[src/sv/grt_pkg.sv]
// ============================================================================
// grt_pkg
// Shared types and constants for the grid ray first-solid-tile block.
// ============================================================================
package grt_pkg;

    localparam int MAX_DIM_DEF   = 64;
    localparam int FRAC_BITS_DEF = 8;

    // result status codes
    localparam logic [1:0] ST_WRITE = 2'd0;
    localparam logic [1:0] ST_HIT   = 2'd1;
    localparam logic [1:0] ST_MISS  = 2'd2;
    localparam logic [1:0] ST_ZERO  = 2'd3;

    // item kinds
    localparam logic ACT_WRITE = 1'b0;
    localparam logic ACT_CAST  = 1'b1;

    // register select, paddr[2]
    localparam logic REG_WIDTH  = 1'b0;
    localparam logic REG_HEIGHT = 1'b1;

    localparam logic [6:0] WIDTH_RST  = 7'd6;
    localparam logic [6:0] HEIGHT_RST = 7'd5;

    typedef struct packed {
        logic load;        // capture cast item
        logic wr;          // store write
        logic prep;        // axis select and products
        logic num;         // numerator sum
        logic div_start;
        logic fix;         // floor correction, walk init
        logic step;        // read current tile, advance
        logic commit;      // load output fields
        logic commit_hit;
    } t_cmd;

    typedef struct packed {
        logic zero_dir;
        logic div_done;
        logic prev_hit;
        logic cur_out;
    } t_sts;

endpackage

[src/sv/grt_ctrl.sv]
// ============================================================================
// grt_ctrl
// Sequencer for writes and casts; owns the result valid and status.
// ============================================================================
module grt_ctrl (
    input  logic          i_clk,
    input  logic          i_rst_n,
    input  logic          i_in_valid,
    input  logic          i_action,
    output logic          o_in_ready,
    output logic          o_out_valid,
    output logic [1:0]    o_status,
    input  logic          i_out_ready,
    output grt_pkg::t_cmd o_cmd,
    input  grt_pkg::t_sts i_sts
);
    import grt_pkg::*;

    typedef enum logic [2:0] {
        S_IDLE, S_PREP, S_NUM, S_DSTART, S_DWAIT, S_FIX, S_WALK, S_FIN
    } t_state;

    t_state     r_state, n_state;
    logic [1:0] r_fin, n_fin;
    logic       r_ovld, n_ovld;
    logic [1:0] r_ostat, n_ostat;
    logic       accept, out_free;

    assign accept   = i_in_valid && (r_state == S_IDLE);
    assign out_free = !r_ovld || i_out_ready;

    always_comb begin
        n_state = r_state;
        n_fin   = r_fin;
        n_ovld  = r_ovld && !i_out_ready;
        n_ostat = r_ostat;
        o_cmd   = '0;
        unique case (r_state)
            S_IDLE: begin
                if (accept) begin
                    if (i_action == ACT_WRITE) begin
                        o_cmd.wr = 1'b1;
                        n_fin    = ST_WRITE;
                        n_state  = S_FIN;
                    end else begin
                        o_cmd.load = 1'b1;
                        n_state    = S_PREP;
                    end
                end
            end
            S_PREP: begin
                o_cmd.prep = 1'b1;
                if (i_sts.zero_dir) begin
                    n_fin   = ST_ZERO;
                    n_state = S_FIN;
                end else begin
                    n_state = S_NUM;
                end
            end
            S_NUM: begin
                o_cmd.num = 1'b1;
                n_state   = S_DSTART;
            end
            S_DSTART: begin
                o_cmd.div_start = 1'b1;
                n_state         = S_DWAIT;
            end
            S_DWAIT: begin
                if (i_sts.div_done) begin
                    n_state = S_FIX;
                end
            end
            S_FIX: begin
                o_cmd.fix = 1'b1;
                n_state   = S_WALK;
            end
            S_WALK: begin
                // the tile read last cycle wins over the bounds of the next one
                if (i_sts.prev_hit) begin
                    n_fin   = ST_HIT;
                    n_state = S_FIN;
                end else if (i_sts.cur_out) begin
                    n_fin   = ST_MISS;
                    n_state = S_FIN;
                end else begin
                    o_cmd.step = 1'b1;
                end
            end
            S_FIN: begin
                if (out_free) begin
                    o_cmd.commit     = 1'b1;
                    o_cmd.commit_hit = (r_fin == ST_HIT);
                    n_ovld           = 1'b1;
                    n_ostat          = r_fin;
                    n_state          = S_IDLE;
                end
            end
            default: n_state = S_IDLE;
        endcase
    end

    always_ff @(posedge i_clk) begin
        if (!i_rst_n) begin
            r_state <= S_IDLE;
            r_fin   <= ST_WRITE;
            r_ovld  <= 1'b0;
            r_ostat <= ST_WRITE;
        end else begin
            r_state <= n_state;
            r_fin   <= n_fin;
            r_ovld  <= n_ovld;
            r_ostat <= n_ostat;
        end
    end

    assign o_in_ready  = (r_state == S_IDLE);
    assign o_out_valid = r_ovld;
    assign o_status    = r_ostat;

    a_div_done_in_wait: assert property (@(posedge i_clk) disable iff (!i_rst_n)
        i_sts.div_done |-> r_state == S_DWAIT)
        else $error("divider done outside wait");

    a_walk_nonzero_dir: assert property (@(posedge i_clk) disable iff (!i_rst_n)
        r_state == S_WALK |-> !i_sts.zero_dir)
        else $error("walk with zero direction");

    a_fin_commits: assert property (@(posedge i_clk) disable iff (!i_rst_n)
        (r_state == S_FIN && out_free) |=> (r_state == S_IDLE && r_ovld))
        else $error("finished result not posted");

    a_hit_has_tile: assert property (@(posedge i_clk) disable iff (!i_rst_n)
        (r_state == S_WALK && i_sts.prev_hit) |=> r_fin == ST_HIT)
        else $error("hit not recorded");
endmodule

[config.mk]
export PLATFORM = sky130hd
export DESIGN_NAME = grt_ctrl
export DESIGN_NICKNAME = d
export VERILOG_FILES = /design/src/sv/grt_pkg.sv /design/src/sv/grt_ctrl.sv
export SDC_FILE = /design/constraint.sdc
export NUM_CORES = 1
export LEC_CHECK = 0
export ABC_AREA = 1
export BUFFER_PORTS_ARGS = -buffer_cell sky130_fd_sc_hd__buf_2
export CAP_MARGIN = 20
export CORE_AREA = 2 2 39 41
export DETAILED_ROUTE_END_ITERATION = 8
export DIE_AREA = 0 0 41 43
export GPL_ROUTABILITY_DRIVEN = 0
export PLACE_DENSITY = 0.71
export SLEW_MARGIN = 20
export SYNTH_ARGS = -nofsm -noshare
export SYNTH_HDL_FRONTEND = slang
export SYNTH_SLANG_ARGS = --single-unit
[constraint.sdc]
create_clock -name i_clk -period 2.1 [get_ports i_clk]
set_input_delay 0.315 -clock i_clk [delete_from_list [all_inputs] [get_ports i_clk]]
set_output_delay 0.315 -clock i_clk [all_outputs]
set_load 0.05 [all_outputs]
==> key figures, run 1 <==
Yosys
  – Syn_nets: 110
  – Yosys top cell by area: dfxtp_1
  – Synth top area share: 0.2832
  – Post-synthesis sequential area ratio: 0.2832
  – FF+latch count, synth: 8
  – Synth Cell Area: 565.5 sq um
  – Mapped Cells: 101
  – Synth top area cells: dfxtp_1 (28%), nor2_1 (17%), nand2_1 (15%)
  – Synth warn: 0
  – Syn avg cell area: 5.599 sq um
  – Netlist cell types: 15

GRT
  – Grt met2 use: 0.2844
  – First-pass GRT wire length: 2166 um
  – M1 GR Usage: 0.2219
  – GRT Util Overall: 0.1727
  – Most crowded layer after global routing: met2
  – Number of global-route vias before repair: 596
  – Initial antenna violation count: 0
  – Largest net degree at the start of global routing: 11
  – Met3 Use GR: 0.03141
  – Global route overflow: 0

Status
  – Status: finished clean

Critical path
  – Critical path peak fanout: 10
  – Critical Path RT: 1.78 ns
  – Slowest stage delay, CP: 0.53 ns
  – Worst path slowest cell: dfxtp_1
  – Critical path data arrival time: 1.59 ns
  – Worst Path Buf+Inv: 1
  – Setup Crit Path Kind: reg -> out
  – Cell Chain, Critical Path: nand3_2 -> nor2_2 -> nand2_1 -> nor2_2 -> buf_2
  – CP startpoint kind: flop
  – Cell mode on critical path: nor2_2
  – Critical Path Sink Type: primary output
  – Largest delay share family, worst path: flip-flops

Timing
  – Tightest Pin Transition: 0.3575 ns
  – Tmin final: 1.902 ns
  – Final max-slew violation count: 0
  – Final Setup Violations: 0
  – Fin. Hold Viols: 0
  – Unrepaired setup endpoints after global routing: no
  – Worst setup margin: 0.1978 ns
  – Post-Route Setup TNS: 0 ns
  – Layout Skew: 0.01066 ns
  – Slew headroom: 0.7614
  – Tcrit/Tclk final: 0.9058
  – Max Clock Freq: 525.7 MHz

Power and ir drop
  – Clock power share: 0.114
  – Combinational fraction of design power: 0.627
  – Sequential power share: 0.259
  – Internal: 0.4450 mW
  – VDD IR max: 0.0007271 V
  – LEAKAGE: 0.4204 nW
  – Net switching power: 0.5977 mW
  – Net Sw Frac: 0.5732
  – Power Density: 1478 mW/mm^2

Clock tree
  – Max Root-Sink Buffers: 2
  – Clock transition at path regs: 0.06 ns
  – H-tree levels: 1
  – CTS Hold Buffers Added: 0
  – Clock root buffer master: clkbuf_4
  – Clock Latency Late Sink: 0.26 ns
  – Post-CTS resize count: 0
  – CTS tree: built
  – Sink Count: 8
  – Postcts setup bufs: 0
  – CTS Buf Count: 3

Die
  – Ports: 22
  – Die height: 43 um
  – Site row count: 14
  – Core Box Area: 0.001384 sq mm
  – Initial Utilization: 0.4087
  – Die ar.: 0.001763 sq mm
  – Die X: 41 um

Layout
  – Area delta synth->final: 24.78%
  – Layout Nets: 134
  – Layout cells sized above 1: 0.2764
  – Layout filler cell count: 151
  – Area of the multi-input gates: 330.3 sq um
  – Seq. cell area: 160.2 sq um
  – N_diodes: 0

Routing
  – DR pass1 iterations: 4
  – Avg WL per Cell: 9.590 um
  – Final wirelength: 1333 um
  – Initial DRC count: 17
  – Total number of vias: 658
  – Via density: 4.734
  – Residual DRC count: 0
  – Number of routed nets with antenna violations: 0

Place
  – DP HPWL: 1088 um
  – IO buf count: 21
  – Dpl ws: 0.4821 ns

Run
  – Max-cap violations: 0

Min path
  – Hold crit path type: in -> reg
layout make-up:
type	count	share of cell area
Timing Repair Buffer	21	0.1489
Multi-Input combinational cell	73	0.4681
Clock buffer	3	0.03191
Tap cell	16	0.02837
Inverter	18	0.09574
Sequential cell	8	0.2270
cells in the mapped netlist:
master	count
a21oi_1	6
buf_2	2
dfxtp_1	8
inv_1	15
inv_2	3
nand2_1	23
nand2_2	1
nand3_1	6
nand3_2	2
nand3b_1	2
nand4_1	2
nor2_1	25
nor2_2	3
nor3_1	1
o21ai_0	2
worst reg2reg max path, stage by stage, from the launching register on:
cell and delay (ns):
dfxtp_1 0.53, inv_1 0.16, nand3_1 0.16, inv_1 0.05
nor2_1 0.15, nand3_1 0.09, nand2_1 0.07, nor2_1 0.04
state kept, by name, summed over array words and instances, names as in the netlist:
name / flops
r_state: 3
o_out_valid: 1
r_fin: 2
o_status: 2
worst paths after layout:
check | startpoint | end | slack (ns) | cells after the start
worst max-delay path | r_state[2]$_SDFFE_PN0P_ | o_cmd[0] | 0.20 | 5
worst min-delay path | i_rst_n | r_state[2]$_SDFFE_PN0P_ | 0.32 | 3
worst max register to register | r_state[2]$_SDFFE_PN0P_ | r_fin[0]$_SDFFE_PN0P_ | 0.74 | 7
worst min register to register | o_status[1]$_SDFFE_PN0P_ | o_status[1]$_SDFFE_PN0P_ | 0.47 | 2
through the flow:
stage	cell area [sq um]	power (mW)	instances	hold slack (ns)	utilization
finish	705.7	1.043	139	0.3214	0.5099
global route	705.7	1.128	139	0.3467	0.5099
CTS	705.7	1.044	139	0.3230	0.5099
detailed placement	683.2	0.9276	136	0.4617	0.4937
global placement	683.2	0.9238	136	0.4471	0.4937
floorplan	568.0	0.8025	101	0.4357	-
power by group through the flow:
stage,combinational [mW],sequential (mW),clock (mW)
2_1_floorplan,0.577,0.226,0
3_3_place_gp,0.658,0.266,0
3_5_place_dp,0.656,0.272,0
4_1_cts,0.658,0.268,0.118
5_1_grt,0.728,0.276,0.124
6_report,0.654,0.270,0.119
logic make-up after synthesis:
logic type / synth area share
AND/OR/NAND/NOR: 0.5088
flip-flops: 0.2832
buffers and inverters: 0.1372
AO/OA/AOI/OAI: 0.07080
layer usage:
metal / part of all wire / wire length [um] / up-vias
met5: 0 / 0 / -
met4: 0 / 0 / 0
met3: 0.049 / 65 / 0
met2: 0.48 / 645 / 21
met1: 0.47 / 622 / 285
li1: - / - / 352
layout by cell type (no fill, tap or decap):
cell / instances
a21oi_1: 6
dfxtp_1: 8
inv_1: 15
o21ai_0: 2
clkbuf_4: 3
nand3_2: 2
nand3_1: 6
nand3b_1: 2
nand2_2: 1
nor3_1: 1
nor2_1: 24
buf_2: 21
inv_2: 3
nor2_2: 4
nand2_1: 23
nand4_1: 2
Note: power is estimated with default switching activity, not from simulation.
==> inputs of run 2 (changes only) <==
--- a/config.mk
+++ b/config.mk
@@ -13,6 +13,7 @@
 export DIE_AREA = 0 0 41 43
 export GPL_ROUTABILITY_DRIVEN = 0
 export PLACE_DENSITY = 0.71
+export RECOVER_POWER = 50
 export SLEW_MARGIN = 20
 export SYNTH_ARGS = -nofsm -noshare
 export SYNTH_HDL_FRONTEND = slang
==> key figures, run 2 (synthesis gave the netlist of run 1 again) <==
Critical path
  – CP startpoint kind: flop
  – Slowest stage delay, CP: 0.53 ns (about the same)
  – Critical Path Sink Type: primary output
  – Critical path peak fanout: 10 (unchanged)
  – Cell mode on critical path: nor2_2
  – Worst Path Buf+Inv: 1 (unchanged)
  – Worst R2R Setup Slack: 0.68 ns (-0.06 ns)
  – Cell Chain, Critical Path: nand3_2 -> nor2_2 -> nand2_1 -> nor2_2 -> buf_2
  – Largest delay share family, worst path: flip-flops
  – Critical Path RT: 1.78 ns (about the same)
  – Reg-to-reg startpoint: r_state[2]$_SDFFE_PN0P_
  – Worst r2r dst: r_state[1]$_SDFFE_PN0P_
  – FF-to-FF path depth: 7 (unchanged)
  – Critical path data arrival time: 1.59 ns (about the same)
  – Setup Crit Path Kind: reg -> out
  – Worst path slowest cell: dfxtp_1

Routing
  – Total number of vias: 658 (unchanged)
  – Initial DRC count: 17 (unchanged)
  – Final wirelength: 1340 um (+0.53%)
  – Avg WL per Cell: 9.640 um (+0.53%)
  – Via density: 4.734 (unchanged)
  – Number of routed nets with antenna violations: 0 (unchanged)
  – Residual DRC count: 0 (unchanged)
  – DR pass1 iterations: 4 (unchanged)

Clock tree
  – Postcts setup bufs: 0 (unchanged)
  – CTS tree: built
  – H-tree levels: 1 (unchanged)
  – Clock transition at path regs: 0.06 ns (about the same)
  – Clock Latency Late Sink: 0.26 ns (about the same)
  – Post-CTS resize count: 0 (unchanged)
  – Max Root-Sink Buffers: 2 (unchanged)
  – CTS Buf Count: 3 (unchanged)
  – Clock root buffer master: clkbuf_4
  – CTS Hold Buffers Added: 0 (unchanged)
  – Sink Count: 8 (unchanged)

Timing
  – Post-Route Setup TNS: 0 ns (unchanged)
  – Tightest Pin Transition: 0.5915 ns (+0.2341 ns)
  – Hold_ws: 0.3215 ns (+0.00005000 ns)
  – Max Clock Freq: 525.7 MHz (unchanged)
  – Tcrit/Tclk final: 0.9058 (unchanged)
  – Tmin final: 1.902 ns (unchanged)
  – Unrepaired setup endpoints after global routing: no
  – Fin. Hold Viols: 0 (unchanged)
  – Final max-slew violation count: 0 (unchanged)
  – Final Setup Violations: 0 (unchanged)
  – Worst setup margin: 0.1978 ns (unchanged)
  – Layout Skew: 0.01066 ns (unchanged)
  – Slew headroom: 0.6073 (-0.1540)

Die
  – Initial Utilization: 0.4087 (unchanged)
  – Die height: 43 um (unchanged)
  – Site row count: 14 (unchanged)
  – Die ar.: 0.001763 sq mm (unchanged)
  – Core Box Area: 0.001384 sq mm (unchanged)
  – Die X: 41 um (unchanged)
  – Ports: 22 (unchanged)

Layout
  – Layout Nets: 134 (unchanged)
  – Max reg flops: 3 (unchanged)
  – Cell area after layout: 699.4 sq um (-0.89%)
  – Seq. cell area: 160.2 sq um (unchanged)
  – Commonest non-fill, non-tap cell in the layout: nor2_1
  – Commonest non-fill, non-tap cells in the layout: nor2_1 (25), nand2_1 (23), buf_2 (18), inv_1 (16), dfxtp_1 (8)
  – Area of the multi-input gates: 327.8 sq um (-0.76%)
  – Layout filler cell count: 155 (+2.6%)
  – N_diodes: 0 (unchanged)
  – Largest Register: r_state
  – Layout cells sized above 1: 0.2358 (-0.04065)
  – Post-layout util: 0.5054 (-0.004521)
  – Area delta synth->final: 23.67%
  – Post-route insts no fill: 139 (unchanged)

Power and ir drop
  – Internal: 0.4423 mW (-0.59%)
  – Combinational fraction of design power: 0.625 (-0.002)
  – Total Power: 1.037 mW (-0.57%)
  – Net switching power: 0.5944 mW (-0.56%)
  – VDD IR max: 0.0007226 V (-0.62%)
  – Sequential power share: 0.260 (about the same)
  – Net Sw Frac: 0.5733 (about the same)
  – Power Density: 1482 mW/mm^2 (+0.32%)
  – LEAKAGE: 0.4079 nW (-3.0%)
  – Clock power share: 0.115 (about the same)

GRT
  – GRT Util Overall: 0.1727 (unchanged)
  – Largest net degree at the start of global routing: 11 (unchanged)
  – First-pass GRT wire length: 2166 um (unchanged)
  – Global route overflow: 0 (unchanged)
  – Number of global-route vias before repair: 596 (unchanged)
  – Initial antenna violation count: 0 (unchanged)

Place
  – Placed cells: 136 (unchanged)
  – IO buf count: 21 (unchanged)
  – DP HPWL: 1088 um (unchanged)
  – Post-DP Area: 683.2 sq um (unchanged)
  – Dpl ws: 0.4821 ns (unchanged)

Run
  – Max-cap violations: 0 (unchanged)

Min path
  – Cell depth of the worst hold path: 3 (unchanged)
  – WHS Endpoint: r_state[2]$_SDFFE_PN0P_
  – Hold crit path type: in -> reg
  – Hold Crit Start: i_rst_n

Status
  – Status: finished clean
==> run 2: worst register-to-register path, stage by stage (launching register included) <==
cell and delay (ns):
dfxtp_1 0.53, nor2_1 0.15, nand2_2 0.09, nor2_1 0.04, nor2_1 0.25, nand3b_1 0.13, nand2_1 0.07, nor2_1 0.04
==> run 2: metal layers <==
layer / GRT usage / vias to the layer above / wire length [um] / part of all wire
li1: - / 352 / - / -
met4: 0.04000 / 0 / 0 / 0
met2: 0.2844 / 21 / 645 / 0.48
met3: 0.03141 / 0 / 66 / 0.049
met5: 0 / - / 0 / 0
met1: 0.2219 / 285 / 627 / 0.47
==> run 2: worst max-delay path by stage <==
| stage | startpoint | endpoint | slack (ns) | depth (start not counted) |
|---|---|---|---|---|
| after detailed placement | r_state[2]$_SDFFE_PN0P_ | o_cmd[0] | 0.48 | 5 |
| after CTS | r_state[2]$_SDFFE_PN0P_ | o_cmd[0] | 0.20 | 5 |
| after floorplan | o_out_valid$_SDFF_PN0_ | o_cmd[0] | 0.004 | 5 |
| after global placement | r_state[2]$_SDFFE_PN0P_ | o_cmd[0] | 0.52 | 5 |
| final | r_state[2]$_SDFFE_PN0P_ | o_cmd[0] | 0.20 | 5 |
| after global routing | r_state[2]$_SDFFE_PN0P_ | o_cmd[0] | 0.11 | 5 |
==> run 2: power by group through the flow <==
stage	sequential [mW]	combinational [mW]	clock, mW
after floorplan	0.226	0.577	0
after global placement	0.266	0.658	0
after detailed placement	0.272	0.656	0
after CTS	0.268	0.658	0.118
after global routing	0.276	0.722	0.124
final	0.270	0.648	0.119
==> run 2: cell type report <==
cell class | instances | area share
repair buffers | 21 | 0.1449
flip-flops and latches | 8 | 0.2290
well taps | 16 | 0.02862
inverters | 18 | 0.09660
clock buffers | 3 | 0.03220
multi-input cells | 73 | 0.4687
==> inputs of run 3 (changes only) <==
==> constraint.sdc (replaced) <==
create_clock -name i_clk -period 2.2 [get_ports i_clk]
set_input_delay 0.33 -clock i_clk [delete_from_list [all_inputs] [get_ports i_clk]]
set_output_delay 0.33 -clock i_clk [all_outputs]
set_load 0.05 [all_outputs]
==> key figures, run 3 (synthesis gave the netlist of run 1 again) <==
Status
  – Status: finished clean

Timing
  – Hold_ws: 0.3473 ns (+0.02585 ns)
  – Final max-slew violation count: 0 (unchanged)
  – Unrepaired setup endpoints after global routing: no
  – Post-Route Setup TNS: 0 ns (unchanged)
  – Tcrit/Tclk final: 0.8754
  – Tightest Pin Transition: 0.5889 ns (-0.002664 ns)
  – Layout Skew: 0.007915 ns (-0.002742 ns)
  – Fin. Hold Viols: 0 (unchanged)
  – Tmin final: 1.926 ns
  – Final Setup Violations: 0 (unchanged)
  – Worst setup margin: 0.2742 ns (+0.07639 ns)
  – Slew headroom: 0.6091 (+0.001769)
  – Max Clock Freq: 519.3 MHz

Critical path
  – CP startpoint kind: flop
  – Critical path peak fanout: 10 (unchanged)
  – Critical Path Sink Type: primary output
  – Setup Crit Path Kind: reg -> out
  – Critical Path RT: 1.87 ns (+0.09 ns)
  – Critical path data arrival time: 1.60 ns (about the same)

Die
  – Die height: 43 um (unchanged)
  – Initial Utilization: 0.4087 (unchanged)
  – Site row count: 14 (unchanged)
  – Die ar.: 0.001763 sq mm (unchanged)
  – Core Box Area: 0.001384 sq mm (unchanged)
  – Die X: 41 um (unchanged)
  – Ports: 22 (unchanged)

Layout
  – Commonest non-fill, non-tap cell in the layout: nor2_1
  – Layout Nets: 134 (unchanged)
  – Area delta synth->final: 23.67% (unchanged)
  – Seq. cell area: 160.2 sq um (unchanged)
  – Post-route insts no fill: 139 (unchanged)
  – Cell area after layout: 699.4 sq um (unchanged)
  – Commonest non-fill, non-tap cells in the layout: nor2_1 (25), nand2_1 (23), buf_2 (18), inv_1 (16), dfxtp_1 (8)
  – Max reg flops: 3 (unchanged)
  – Area of the multi-input gates: 327.8 sq um (unchanged)
  – Largest Register: r_state
  – Post-layout util: 0.5054 (unchanged)
  – Layout filler cell count: 161 (+3.9%)
  – N_diodes: 0 (unchanged)
  – Layout cells sized above 1: 0.2358 (unchanged)

Clock tree
  – Sink Count: 8 (unchanged)
  – Clock root buffer master: clkbuf_4
  – H-tree levels: 1 (unchanged)
  – CTS tree: built
  – Postcts setup bufs: 0 (unchanged)
  – Post-CTS resize count: 0 (unchanged)
  – Max Root-Sink Buffers: 2 (unchanged)
  – Clock transition at path regs: 0.06 ns (about the same)
  – CTS Buf Count: 3 (unchanged)
  – CTS Hold Buffers Added: 0 (unchanged)
  – Clock Latency Late Sink: 0.25 ns (about the same)

Routing
  – Via density: 4.640 (-2.0%)
  – Initial DRC count: 10 (-7)
  – DR pass1 iterations: 4 (unchanged)
  – Final wirelength: 1284 um (-4.2%)
  – Avg WL per Cell: 9.237 um (-4.2%)
  – Number of routed nets with antenna violations: 0 (unchanged)
  – Total number of vias: 645 (-2.0%)
  – Residual DRC count: 0 (unchanged)

Place
  – Post-DP Area: 683.2 sq um (unchanged)
  – Dpl ws: 0.5516 ns (+0.06950 ns)
  – IO buf count: 21 (unchanged)
  – Placed cells: 136 (unchanged)
  – DP HPWL: 1046 um (-3.9%)

Power and ir drop
  – Clock power share: 0.112 (-0.003)
  – Power Density: 1409 mW/mm^2 (-4.9%)
  – Combinational fraction of design power: 0.628 (+0.003)
  – Net Sw Frac: 0.5719 (-0.001460)
  – VDD IR max: 0.0006476 V (-10%)
  – Net switching power: 0.5637 mW (-5.2%)
  – Sequential power share: 0.260 (about the same)
  – Total Power: 0.9857 mW (-4.9%)
  – LEAKAGE: 0.4079 nW (unchanged)
  – Internal: 0.4220 mW (-4.6%)

GRT
  – GRT Util Overall: 0.1710 (-0.001665)
  – Number of global-route vias before repair: 545 (-8.6%)
  – First-pass GRT wire length: 2139 um (-1.2%)
  – Largest net degree at the start of global routing: 11 (unchanged)
  – Global route overflow: 0 (unchanged)
  – Initial antenna violation count: 0 (unchanged)

Min path
  – Hold crit path type: in -> reg

Run
  – Max-cap violations: 0 (unchanged)
[run 3: cell counts in the layout (fill, tap and decap cells not counted)]
Identical to the previous run, type by type.
[run 3: worst max-delay path: stages, from the launching register on]
cell	delay, ns
dfxtp_1	0.55
nand3_2	0.18
nor2_2	0.19
nand2_1	0.10
nor2_2	0.07
buf_2	0.26
[run 3: final cells by class]
cell class	instances	area share
timing repair buffer	21	0.1449
inverter	18	0.09660
multi-input combinational	73	0.4687
sequential	8	0.2290
clock buffer	3	0.03220
tap	16	0.02862
[run 3: path summary, 6_finish.rpt]
kind / startpoint / endpoint / slack, ns / depth (start not counted)
setup / recovery: r_state[2]$_SDFFE_PN0P_ / o_cmd[0] / 0.27 / 5
hold / removal: i_rst_n / r_fin[0]$_SDFFE_PN0P_ / 0.35 / 3
setup reg to reg: r_state[2]$_SDFFE_PN0P_ / r_fin[1]$_SDFFE_PN0P_ / 0.81 / 7
hold reg to reg: o_status[0]$_SDFFE_PN0P_ / o_status[0]$_SDFFE_PN0P_ / 0.47 / 2
[run 3: routing by layer]
metal	routed length, um	share of wire	up-vias	global-route usage
li1	-	-	357	-
met1	644	0.50	276	0.2621
met2	605	0.47	12	0.2500
met3	33	0.026	0	0.03141
met4	0	0	0	0.02000
met5	0	0	-	0
[run 3: power groups by stage]
stage / Sequential [mW] / Clock (mW) / Combinational (mW)
CTS: 0.255 / 0.114 / 0.627
finish: 0.257 / 0.110 / 0.619
detailed placement: 0.259 / 0 / 0.625
floorplan: 0.215 / 0 / 0.551
global placement: 0.254 / 0 / 0.627
global route: 0.263 / 0.122 / 0.696
